File: config.mk
export PLATFORM = sky130hd
export DESIGN_NAME = beep_pattern_sequencer
export DESIGN_NICKNAME = d
export VERILOG_FILES = /design/src/hdl/bps_pkg.sv /design/src/hdl/bps_ram.sv /design/src/hdl/bps_front.sv /design/src/hdl/bps_cmd_fifo.sv /design/src/hdl/bps_back.sv /design/src/hdl/beep_pattern_sequencer.sv
export SDC_FILE = /design/constraint.sdc
export NUM_CORES = 1
export LEC_CHECK = 0
export ABC_AREA = 1
export BUFFER_PORTS_ARGS = -buffer_cell sky130_fd_sc_hd__buf_2
export CAP_MARGIN = 15
export CORE_MARGIN = 4
export CORE_UTILIZATION = 45
export DETAILED_ROUTE_END_ITERATION = 16
export PLACE_DENSITY = 0.59
export SYNTH_ARGS = -nofsm -noshare
export SYNTH_HDL_FRONTEND = slang
export SYNTH_SLANG_ARGS = --single-unit
File: constraint.sdc
create_clock -name clock -period 12.3 [get_ports clock]
set_input_delay 0.615 -clock clock [delete_from_list [all_inputs] [get_ports clock]]
set_output_delay 0.615 -clock clock [all_outputs]
set_load 0.01 [all_outputs]
File: src/hdl/bps_pkg.sv
// Shared types and constants for the beep pattern sequencer.
package bps_pkg;

   // Default depth of the play command queue.
   localparam int QUEUE_DEPTH_DEF = 4;

   // Depth of the item queue between the front and back ends.
   localparam int TQ_DEPTH = 2;
   localparam int TQ_PTR_W = (TQ_DEPTH > 1) ? $clog2(TQ_DEPTH) : 1;
   localparam int TQ_CNT_W = $clog2(TQ_DEPTH + 1);

   // Item kinds carried in the action field.
   localparam logic ACT_TICK = 1'b0;
   localparam logic ACT_PLAY = 1'b1;

   // One input item as it arrives on the request channel.
   typedef struct packed {
      logic        action;
      logic [15:0] on_time;
      logic [7:0]  repeat_count;
      logic [15:0] gap_time;
   } req_type;

   // One result item on the response channel.
   typedef struct packed {
      logic       buzzer_on;
      logic       accepted;
      logic [2:0] queued;
      logic       busy_res;
   } rsp_type;

   // One stored play command.
   typedef struct packed {
      logic [15:0] on_time;
      logic [7:0]  repeat_count;
      logic [15:0] gap_time;
   } cmd_type;

   // A classified item waiting for the back end.
   typedef struct packed {
      logic    is_play;
      cmd_type cmd;
   } item_type;

   // Head of the item queue as seen by the back end.
   typedef struct packed {
      logic     valid;
      item_type item;
   } task_type;

   // Operations requested of the command queue.
   typedef struct packed {
      logic push;
      logic pop;
   } fifo_op_type;

   // Sequencer phases; the spare code behaves as idle.
   typedef enum logic [1:0] {
      PH_IDLE = 2'd0,
      PH_ON   = 2'd1,
      PH_GAP  = 2'd2
   } phase_type;

endpackage

File: src/hdl/bps_ram.sv
// Generic single-port-write, registered-read RAM.
module bps_ram #(
   parameter int WIDTH = 8,
   parameter int DEPTH = 4
) (
   input  logic                                   clock,
   input  logic                                   wr_en,
   input  logic [((DEPTH > 1) ? $clog2(DEPTH) : 1)-1:0] wr_addr,
   input  logic [WIDTH-1:0]                       wr_data,
   input  logic [((DEPTH > 1) ? $clog2(DEPTH) : 1)-1:0] rd_addr,
   output logic [WIDTH-1:0]                       rd_data
);

   logic [WIDTH-1:0] mem_ff [DEPTH];
   logic [WIDTH-1:0] rd_data_ff;

   // Write port and registered read port; a read of the address being written returns old data.
   always_ff @(posedge clock) begin
      if (wr_en) begin
         mem_ff[wr_addr] <= wr_data;
      end
      rd_data_ff <= mem_ff[rd_addr];
   end

   assign rd_data = rd_data_ff;

endmodule

File: src/hdl/bps_front.sv
// Front end: accepts request items, classifies them and queues them for the back end.
module bps_front (
   input  logic              clock,
   input  logic              reset,
   input  logic              req_valid,
   output logic              req_stall,
   input  bps_pkg::req_type  req_payload,
   output bps_pkg::task_type task_out,
   input  logic              task_take
);

   import bps_pkg::*;

   item_type              q_ff [TQ_DEPTH];
   logic [TQ_PTR_W-1:0]   wr_ptr_ff, wr_ptr_in;
   logic [TQ_PTR_W-1:0]   rd_ptr_ff, rd_ptr_in;
   logic [TQ_CNT_W-1:0]   cnt_ff, cnt_in;
   logic                  accept;
   item_type              item_new;

   // A transfer is taken whenever the small queue has a free slot.
   assign req_stall = (cnt_ff == TQ_CNT_W'(TQ_DEPTH));
   assign accept    = req_valid && !req_stall;

   // Classify the item: play commands carry a payload, ticks only advance time.
   always_comb begin
      item_new.is_play          = (req_payload.action == ACT_PLAY);
      item_new.cmd.on_time      = req_payload.on_time;
      item_new.cmd.repeat_count = req_payload.repeat_count;
      item_new.cmd.gap_time     = req_payload.gap_time;
   end

   // Pointer and occupancy update.
   always_comb begin
      wr_ptr_in = wr_ptr_ff;
      rd_ptr_in = rd_ptr_ff;
      cnt_in    = cnt_ff;
      if (accept) begin
         wr_ptr_in = (wr_ptr_ff == TQ_PTR_W'(TQ_DEPTH - 1)) ? '0 : wr_ptr_ff + 1'b1;
      end
      if (task_take) begin
         rd_ptr_in = (rd_ptr_ff == TQ_PTR_W'(TQ_DEPTH - 1)) ? '0 : rd_ptr_ff + 1'b1;
      end
      if (accept && !task_take) begin
         cnt_in = cnt_ff + 1'b1;
      end else if (!accept && task_take) begin
         cnt_in = cnt_ff - 1'b1;
      end
   end

   always_ff @(posedge clock) begin
      if (reset) begin
         wr_ptr_ff <= '0;
         rd_ptr_ff <= '0;
         cnt_ff    <= '0;
      end else begin
         wr_ptr_ff <= wr_ptr_in;
         rd_ptr_ff <= rd_ptr_in;
         cnt_ff    <= cnt_in;
      end
   end

   // Queue storage needs no reset.
   always_ff @(posedge clock) begin
      if (accept) begin
         q_ff[wr_ptr_ff] <= item_new;
      end
   end

   assign task_out.valid = (cnt_ff != '0);
   assign task_out.item  = q_ff[rd_ptr_ff];

`ifndef ASSERT_OFF
   a_tq_bound: assert property (@(posedge clock) disable iff (reset)
      cnt_ff <= TQ_CNT_W'(TQ_DEPTH))
      else $error("item queue occupancy beyond its depth");
`endif

endmodule

File: src/hdl/bps_cmd_fifo.sv
// Play command queue: RAM storage with a registered head entry for same-cycle access.
module bps_cmd_fifo #(
   parameter int QUEUE_DEPTH = bps_pkg::QUEUE_DEPTH_DEF
) (
   input  logic                                 clock,
   input  logic                                 reset,
   input  bps_pkg::fifo_op_type                 op,
   input  bps_pkg::cmd_type                     push_cmd,
   output bps_pkg::cmd_type                     head_cmd,
   output logic [$clog2(QUEUE_DEPTH + 1)-1:0]   count,
   output logic [$clog2(QUEUE_DEPTH + 1)-1:0]   count_next
);

   import bps_pkg::*;

   localparam int PTR_W = (QUEUE_DEPTH > 1) ? $clog2(QUEUE_DEPTH) : 1;
   localparam int CNT_W = $clog2(QUEUE_DEPTH + 1);

   logic [PTR_W-1:0] head_ptr_ff, head_ptr_in;
   logic [PTR_W-1:0] tail_ptr_ff, tail_ptr_in;
   logic [CNT_W-1:0] count_ff, count_in;
   cmd_type          head_cmd_ff, head_cmd_in;
   logic             byp_ff, byp_in;
   cmd_type          byp_cmd_ff;
   logic [PTR_W-1:0] rd_addr;
   cmd_type          rd_data;

   function automatic logic [PTR_W-1:0] ptr_inc(input logic [PTR_W-1:0] p);
      logic [PTR_W-1:0] r;
      if (p == PTR_W'(QUEUE_DEPTH - 1)) begin
         r = '0;
      end else begin
         r = p + 1'b1;
      end
      return r;
   endfunction

   // The RAM keeps fetching the entry behind the head, so a pop can refill the head at once.
   assign rd_addr = ptr_inc(head_ptr_in);

   // A write to the entry being fetched is not seen by the RAM read; forward it for one cycle.
   assign byp_in = op.push && (tail_ptr_ff == rd_addr);

   always_comb begin
      head_ptr_in = head_ptr_ff;
      tail_ptr_in = tail_ptr_ff;
      count_in    = count_ff;
      head_cmd_in = head_cmd_ff;
      if (op.push) begin
         tail_ptr_in = ptr_inc(tail_ptr_ff);
         count_in    = count_ff + 1'b1;
         if (count_ff == '0) begin
            head_cmd_in = push_cmd;
         end
      end else if (op.pop) begin
         head_ptr_in = ptr_inc(head_ptr_ff);
         count_in    = count_ff - 1'b1;
         if (count_ff > CNT_W'(1)) begin
            head_cmd_in = byp_ff ? byp_cmd_ff : rd_data;
         end
      end
   end

   always_ff @(posedge clock) begin
      if (reset) begin
         head_ptr_ff <= '0;
         tail_ptr_ff <= '0;
         count_ff    <= '0;
         byp_ff      <= 1'b0;
      end else begin
         head_ptr_ff <= head_ptr_in;
         tail_ptr_ff <= tail_ptr_in;
         count_ff    <= count_in;
         byp_ff      <= byp_in;
      end
   end

   // Payload copies need no reset.
   always_ff @(posedge clock) begin
      head_cmd_ff <= head_cmd_in;
      byp_cmd_ff  <= push_cmd;
   end

   bps_ram #(
      .WIDTH($bits(cmd_type)),
      .DEPTH(QUEUE_DEPTH)
   ) u_ram (
      .clock   (clock),
      .wr_en   (op.push),
      .wr_addr (tail_ptr_ff),
      .wr_data (push_cmd),
      .rd_addr (rd_addr),
      .rd_data (rd_data)
   );

   assign head_cmd   = head_cmd_ff;
   assign count      = count_ff;
   assign count_next = count_in;

`ifndef ASSERT_OFF
   a_cnt_bound: assert property (@(posedge clock) disable iff (reset)
      count_ff <= CNT_W'(QUEUE_DEPTH))
      else $error("command queue occupancy beyond its depth");
   a_no_both: assert property (@(posedge clock) disable iff (reset)
      !(op.push && op.pop))
      else $error("command queue pushed and popped in one cycle");
   a_pop_nonempty: assert property (@(posedge clock) disable iff (reset)
      op.pop |-> count_ff != '0)
      else $error("command queue popped while empty");
`endif

endmodule

File: src/hdl/bps_back.sv
// Back end: runs the beep sequencer on queued items and registers one result per item.
module bps_back #(
   parameter int QUEUE_DEPTH = bps_pkg::QUEUE_DEPTH_DEF
) (
   input  logic              clock,
   input  logic              reset,
   input  bps_pkg::task_type task_in,
   output logic              task_take,
   output logic              rsp_valid,
   input  logic              rsp_stall,
   output bps_pkg::rsp_type  rsp_payload
);

   import bps_pkg::*;

   localparam int CNT_W = $clog2(QUEUE_DEPTH + 1);

   phase_type        phase_ff, phase_in;
   logic [15:0]      ticks_ff, ticks_in;
   logic [7:0]       beeps_ff, beeps_in;
   logic [15:0]      cur_on_ff, cur_on_in;
   logic [15:0]      cur_gap_ff, cur_gap_in;
   logic             rsp_valid_ff, rsp_valid_in;
   rsp_type          rsp_ff, rsp_in;

   fifo_op_type      fifo_op;
   cmd_type          head_cmd;
   logic [CNT_W-1:0] fifo_count;
   logic [CNT_W-1:0] fifo_count_next;
   logic [CNT_W+2:0] cnt_ext;
   logic             is_tick;
   logic             idle_now;

   // An item is executed whenever the output register is free or being emptied.
   assign task_take = task_in.valid && (!rsp_valid_ff || !rsp_stall);
   assign is_tick   = task_take && !task_in.item.is_play;
   assign idle_now  = (phase_ff != PH_ON) && (phase_ff != PH_GAP);

   // Command queue operations for this item.
   always_comb begin
      fifo_op.push = task_take && task_in.item.is_play &&
                     (fifo_count != CNT_W'(QUEUE_DEPTH));
      fifo_op.pop  = is_tick && idle_now && (fifo_count != '0);
   end

   // Next state: a tick walks through any zero-length phases within the same cycle.
   always_comb begin
      phase_in   = phase_ff;
      ticks_in   = ticks_ff;
      beeps_in   = beeps_ff;
      cur_on_in  = cur_on_ff;
      cur_gap_in = cur_gap_ff;
      if (is_tick) begin
         unique case (phase_ff)
            PH_ON: begin
               priority if (ticks_ff > 16'd1) begin
                  ticks_in = ticks_ff - 16'd1;
               end else if (beeps_ff <= 8'd1) begin
                  phase_in = PH_IDLE;
                  ticks_in = '0;
                  beeps_in = '0;
               end else if (cur_gap_ff != '0) begin
                  phase_in = PH_GAP;
                  ticks_in = cur_gap_ff;
                  beeps_in = beeps_ff - 8'd1;
               end else if (cur_on_ff != '0) begin
                  phase_in = PH_ON;
                  ticks_in = cur_on_ff;
                  beeps_in = beeps_ff - 8'd1;
               end else begin
                  phase_in = PH_IDLE;
                  ticks_in = '0;
                  beeps_in = '0;
               end
            end
            PH_GAP: begin
               priority if (ticks_ff > 16'd1) begin
                  ticks_in = ticks_ff - 16'd1;
               end else if (cur_on_ff != '0) begin
                  phase_in = PH_ON;
                  ticks_in = cur_on_ff;
               end else if (beeps_ff <= 8'd1) begin
                  phase_in = PH_IDLE;
                  ticks_in = '0;
                  beeps_in = '0;
               end else if (cur_gap_ff != '0) begin
                  phase_in = PH_GAP;
                  ticks_in = cur_gap_ff;
                  beeps_in = beeps_ff - 8'd1;
               end else begin
                  phase_in = PH_IDLE;
                  ticks_in = '0;
                  beeps_in = '0;
               end
            end
            default: begin
               // Idle, or the spare code: start the oldest command if there is one.
               phase_in = PH_IDLE;
               if (fifo_count != '0) begin
                  cur_on_in  = head_cmd.on_time;
                  cur_gap_in = head_cmd.gap_time;
                  beeps_in   = head_cmd.repeat_count;
                  priority if (head_cmd.repeat_count == '0) begin
                     phase_in = PH_IDLE;
                  end else if (head_cmd.on_time != '0) begin
                     phase_in = PH_ON;
                     ticks_in = head_cmd.on_time;
                  end else if (head_cmd.repeat_count == 8'd1) begin
                     ticks_in = '0;
                     beeps_in = '0;
                  end else if (head_cmd.gap_time != '0) begin
                     phase_in = PH_GAP;
                     ticks_in = head_cmd.gap_time;
                     beeps_in = head_cmd.repeat_count - 8'd1;
                  end else begin
                     ticks_in = '0;
                     beeps_in = '0;
                  end
               end
            end
         endcase
      end
   end

   // Result fields follow the state after this item; the count is shown modulo eight.
   assign cnt_ext = {3'b000, fifo_count_next};

   always_comb begin
      rsp_in.buzzer_on = (phase_in == PH_ON);
      rsp_in.accepted  = fifo_op.push;
      rsp_in.queued    = cnt_ext[2:0];
      rsp_in.busy_res  = (phase_in == PH_ON) || (phase_in == PH_GAP);
      rsp_valid_in     = task_take || (rsp_valid_ff && rsp_stall);
   end

   always_ff @(posedge clock) begin
      if (reset) begin
         phase_ff     <= PH_IDLE;
         ticks_ff     <= '0;
         beeps_ff     <= '0;
         cur_on_ff    <= '0;
         cur_gap_ff   <= '0;
         rsp_valid_ff <= 1'b0;
      end else begin
         phase_ff     <= phase_in;
         ticks_ff     <= ticks_in;
         beeps_ff     <= beeps_in;
         cur_on_ff    <= cur_on_in;
         cur_gap_ff   <= cur_gap_in;
         rsp_valid_ff <= rsp_valid_in;
      end
   end

   // Result register holds while the receiver stalls.
   always_ff @(posedge clock) begin
      if (task_take) begin
         rsp_ff <= rsp_in;
      end
   end

   bps_cmd_fifo #(
      .QUEUE_DEPTH(QUEUE_DEPTH)
   ) u_cmd_fifo (
      .clock      (clock),
      .reset      (reset),
      .op         (fifo_op),
      .push_cmd   (task_in.item.cmd),
      .head_cmd   (head_cmd),
      .count      (fifo_count),
      .count_next (fifo_count_next)
   );

   assign rsp_valid   = rsp_valid_ff;
   assign rsp_payload = rsp_ff;

`ifndef ASSERT_OFF
   a_active_counts: assert property (@(posedge clock) disable iff (reset)
      (phase_ff == PH_ON || phase_ff == PH_GAP) |-> (ticks_ff != '0 && beeps_ff != '0))
      else $error("active phase with an exhausted tick or beep count");
   a_buzz_busy: assert property (@(posedge clock) disable iff (reset)
      (rsp_valid_ff && rsp_ff.buzzer_on) |-> rsp_ff.busy_res)
      else $error("buzzer reported on while not busy");
`endif

endmodule

File: src/hdl/beep_pattern_sequencer.sv
// Top level of the beep pattern sequencer.
//
// Request channel (req_valid, req_stall, req_payload): each transfer is either a
// one-millisecond tick (action 0) or a play command (action 1) carrying on-time,
// repeat count and gap time. Play commands go into a QUEUE_DEPTH-entry command
// queue and are refused at once, with accepted = 0, when it is full.
// Response channel (rsp_valid, rsp_stall, rsp_payload): exactly one transfer per
// request, in order, giving the buzzer level, accepted flag, queue fill and busy.
//
// Throughput is one item per clock cycle while rsp_stall is low; the sequencer
// state and command queue update once per item and the head command sits in a
// register, so a tick can start a command in the same cycle. An item enters a
// two-entry item queue, then the back end executes it into the output register.
// When rsp_stall is high the result register holds, the item queue fills and
// req_stall rises once both of its entries are taken.
// Reset clears the queues and leaves the sequencer idle and silent; no clearing
// pass is needed.
module beep_pattern_sequencer #(
   parameter int QUEUE_DEPTH = bps_pkg::QUEUE_DEPTH_DEF
) (
   input  logic             clock,
   input  logic             reset,
   input  logic             req_valid,
   output logic             req_stall,
   input  bps_pkg::req_type req_payload,
   output logic             rsp_valid,
   input  logic             rsp_stall,
   output bps_pkg::rsp_type rsp_payload
);

   import bps_pkg::*;

   task_type task_bus;
   logic     task_take;

   // Front end: accept and classify.
   bps_front u_front (
      .clock       (clock),
      .reset       (reset),
      .req_valid   (req_valid),
      .req_stall   (req_stall),
      .req_payload (req_payload),
      .task_out    (task_bus),
      .task_take   (task_take)
   );

   // Back end: sequencer, command queue and result register.
   bps_back #(
      .QUEUE_DEPTH(QUEUE_DEPTH)
   ) u_back (
      .clock       (clock),
      .reset       (reset),
      .task_in     (task_bus),
      .task_take   (task_take),
      .rsp_valid   (rsp_valid),
      .rsp_stall   (rsp_stall),
      .rsp_payload (rsp_payload)
   );

endmodule
==> summary.txt <==
Critical path
  • Type of the worst setup path: register to register
  • CP startpoint kind: register
  • Crit. End Element: register
  • Crit path max fanout: 71
  • Reg2reg path depth: 14
  • WP data arrival: 5.68 ns
  • Worst path required time: 12.77 ns

Power and ir drop
  • Pleak: 8.07 nW
  • Sequential power share: 0.387
  • Power per Cell Area: 283 nW/um2
  • P_sw: 0.00227 W
  • Worst VDD drop: 179 uV
  • Internal power: 0.00348 W
  • Comb power frac: 0.377
  • Tot Pwr: 0.00575 W
  • Clk network pwr share: 0.235
  • Net Sw Frac: 0.395

Synth
  • Synth Area in Simple Gates: 0.186
  • Synth Area in Adders: 0.0132
  • Count of different cell masters after synthesis: 42
  • Post-synthesis mux area share: 0.0249
  • Post-Syn Area: 18,100 um2
  • XOR/XNOR Fraction of Synth Area: 0.0116
  • Synth warnings: 0
  • Number of synthesized register bits: 440
  • Largest family of logic cells by synthesized area: simple AND/OR/NAND/NOR gates
  • Synth Instances: 1,790
  • Syn Nets: 1,854
  • Synthesized area per cell: 10.1 um2
  • Compound-Gate Fraction of Synth Area: 0.0690
  • Sequential-to-total area share from yosys stat: 0.647

Clock network
  • CTS max path bufs: 3
  • Clock sinks: 440
  • Clock Latency Late Sink: 0.58 ns
  • CTS Hold Bufs: 0
  • CTS Root Cell: clkbuf_16
  • TritonCTS Buffers: 46
  • # resized after CTS: 0
  • H-tree depth: 2
  • CTS clk-pin slew, worst paths: 0.06 ns
  • # Post-CTS Setup Buffers: 0
  • CTS tree: built

Cells and area
  • Inserted Diodes: 0
  • Share of cells above drive strength 1: 0.111
  • Area Overhead vs Synth: 12.4%
  • Most frequent cells in the layout: nand2_1 (530), edfxtp_1 (288), dfxtp_1 (151)
  • Commonest non-fill, non-tap cell in the layout: nand2_1
  • Util after Layout: 0.511
  • # nets final: 1,887

Timing
  • Final Slew Violations: 0
  • Setup violators final: 0
  • Final critical-path share of the clock period: 0.424
  • Highest achievable clock rate: 192 MHz
  • Setup TNS: 0 ns
  • Slew @ Worst Pin: 1.04 ns
  • Clk_skew: 0.0108 ns
  • Slew headroom: 0.308
  • Fin crit period: 5.21 ns
  • Final hold viol count: 0
  • Min Hold Slack: 0.227 ns
  • Final worst setup slack: 7.09 ns
  • Unrepaired setup endpoints after global routing: false

Drt
  • ANT nets after route: 0
  • DR vias: 12,300
  • Initial DRC Count: 903
  • Drt pass-1 iters: 6
  • Vias per Instance: 5.15
  • DRT Wirelength: 40,800 um
  • WL/cell: 17.1 um
  • DRC errors left: 0

Placement
  • GP Congestion: 0.891
  • # port buffers: 52
  • DP Worst Slack: 7.13 ns
  • DP Wirelength: 25,600 um

GRT
  • Pin count of the biggest net entering global routing: 92
  • GRT overflow: 0
  • Vias in the first global route: 11,800
  • First-pass GRT wire length: 64,000 um
  • Initial antenna violation count: 0
  • Tot GR Track Use: 0.184

Floorplan
  • Num rows: 73
  • Die width: 208 um
  • IO Pins: 53
  • Core box area: 39,700 um2
  • Initial core utilization: 0.455
  • Die Ht: 208 um
  • Die footprint: 43,400 um2

Flow run
  • MaxCap Viol Count: 0

Status
  • Status: finished, final reports clean

Hold path
  • WHS Path Cells: 1
  • Worst hold-check path type: input pin to register
-- layout make-up --
| cell class | count | area [um2] |
|---|---|---|
| fill | 3581 | 19400 |
| clock buffer | 63 | 1300 |
| sequential | 440 | 11700 |
| multi-input combinational | 1133 | 5580 |
| clock inverter | 23 | 193 |
| tap | 525 | 657 |
| timing repair buffer | 66 | 385 |
| inverter | 136 | 510 |
-- flip-flops by register name (all words and copies together), names as in the netlist, 2 cells and up, named ones only --
register / cells
u_back.rsp_payload: 6
u_back.u_cmd_fifo.head_cmd: 40
u_back.u_cmd_fifo.u_ram.mem_ff: 160
u_front.cnt_ff: 2
u_back.u_cmd_fifo.u_ram.rd_data: 40
u_back.u_cmd_fifo.tail_ptr_ff: 2
u_back.cur_gap_ff: 16
u_back.u_cmd_fifo.byp_cmd_ff: 40
u_front.q_ff: 82
u_back.cur_on_ff: 16
u_back.u_cmd_fifo.count: 3
u_back.ticks_ff: 16
u_back.beeps_ff: 8
u_back.u_cmd_fifo.head_ptr_ff: 2
-- final timing paths --
| check | to | start | slack, ns |
|---|---|---|---|
| hold reg to reg | u_back.u_cmd_fifo.u_ram.rd_data[12] | u_back.u_cmd_fifo.u_ram.mem_ff[1][12] | 0.45 |
| setup reg to reg | u_back.u_cmd_fifo.byp_ff | register | 7.09 |
| setup / recovery | u_back.u_cmd_fifo.byp_ff | register | 7.09 |
| hold / removal | u_front.q_ff[0][37] | req_payload[37] | 0.23 |
-- synth_stat cells --
| library cell | count | area share |
|---|---|---|
| nand2_1 | 530 | 0.11 |
| edfxtp_1 | 288 | 0.48 |
| dfxtp_1 | 152 | 0.17 |
| nor2_1 | 149 | 0.031 |
| inv_1 | 127 | 0.026 |
| nand3_1 | 107 | 0.030 |
| o21ai_0 | 87 | 0.024 |
| a21oi_1 | 74 | 0.020 |
| clkbuf_1 | 45 | 0.0093 |
| a31oi_1 | 43 | 0.015 |
| mux2_2 | 40 | 0.025 |
| buf_2 | 22 | 0.0061 |
| nand4_1 | 20 | 0.0069 |
| ha_1 | 19 | 0.013 |
| xor2_1 | 16 | 0.0078 |
| buf_1 | 9 | 0.0019 |
| xnor2_1 | 8 | 0.0039 |
| inv_2 | 7 | 0.0015 |
| o31ai_1 | 5 | 0.0021 |
| nor3_1 | 4 | 0.0011 |
| buf_6 | 3 | 0.0019 |
| o21ai_1 | 3 | 0.00083 |
| o21ai_2 | 3 | 0.0015 |
| a22oi_1 | 2 | 0.00083 |
| buf_4 | 2 | 0.00083 |
| clkinv_1 | 2 | 0.00042 |
| nand2_4 | 2 | 0.0012 |
| nor2_2 | 2 | 0.00069 |
| nor2_4 | 2 | 0.0012 |
| nor2_8 | 2 | 0.0022 |
| o22ai_1 | 2 | 0.00069 |
| or2_1 | 2 | 0.00069 |
| or2_2 | 2 | 0.00069 |
| a211oi_1 | 1 | 0.00042 |
| a21oi_2 | 1 | 0.00048 |
| a22o_1 | 1 | 0.00048 |
| nand2_2 | 1 | 0.00035 |
| nor4_1 | 1 | 0.00035 |
| o211ai_1 | 1 | 0.00042 |
| o21a_1 | 1 | 0.00042 |
| o21ai_4 | 1 | 0.00090 |
| o221ai_1 | 1 | 0.00048 |
-- critical path, cell delays in order (launching register included) --
cell     delay (ns)
dfxtp_1        0.37
inv_1          0.06
ha_1           0.72
inv_1          0.48
nor2_1         0.34
nand2_4        0.42
nand2_1        0.26
nand2_4        0.35
inv_2          0.76
nor2_4         0.12
buf_4          0.33
nor2_8         0.53
inv_2          0.09
nor2_1         0.11
nor2_1         0.05
-- power by group through the flow --
| stage | Combinational (W) | Clock [W] | Sequential, W |
|---|---|---|---|
| 6_report | 0.00217 | 0.00135 | 0.00223 |
| 5_1_grt | 0.00244 | 0.00145 | 0.00226 |
| 4_1_cts | 0.00211 | 0.00139 | 0.00223 |
| 3_5_place_dp | 0.00210 | 0 | 0.00226 |
| 3_3_place_gp | 0.00208 | 0 | 0.00225 |
| 2_1_floorplan | 0.00156 | 0 | 0.00220 |
-- layer usage --
layer  up-vias  track usage  wire [um]
met5         -            0          0
met4         0       0.0738       1310
met3        91       0.0297       2000
met2       317        0.303      19500
met1      5804        0.246      17900
li1       6071            -          -
-- kinds of logic (layout without fill, tap and decap cells) --
family          after synthesis  count (layout)
simple gates                824             824
flops                       440             440
compound gates              226             226
buf+inv                     217             288
mux                          40              40
xor+xnor                     24              24
fa+ha+maj                    19              19
-- metrics by stage --
step | area (um2) | std cells
finish | 20300 | 2386
global route | 20300 | 2386
CTS | 20300 | 2385
detailed placement | 18800 | 2299
global placement | 18800 | 2299
floorplan | 18100 | 1790
(Power assumes the default switching activity.)
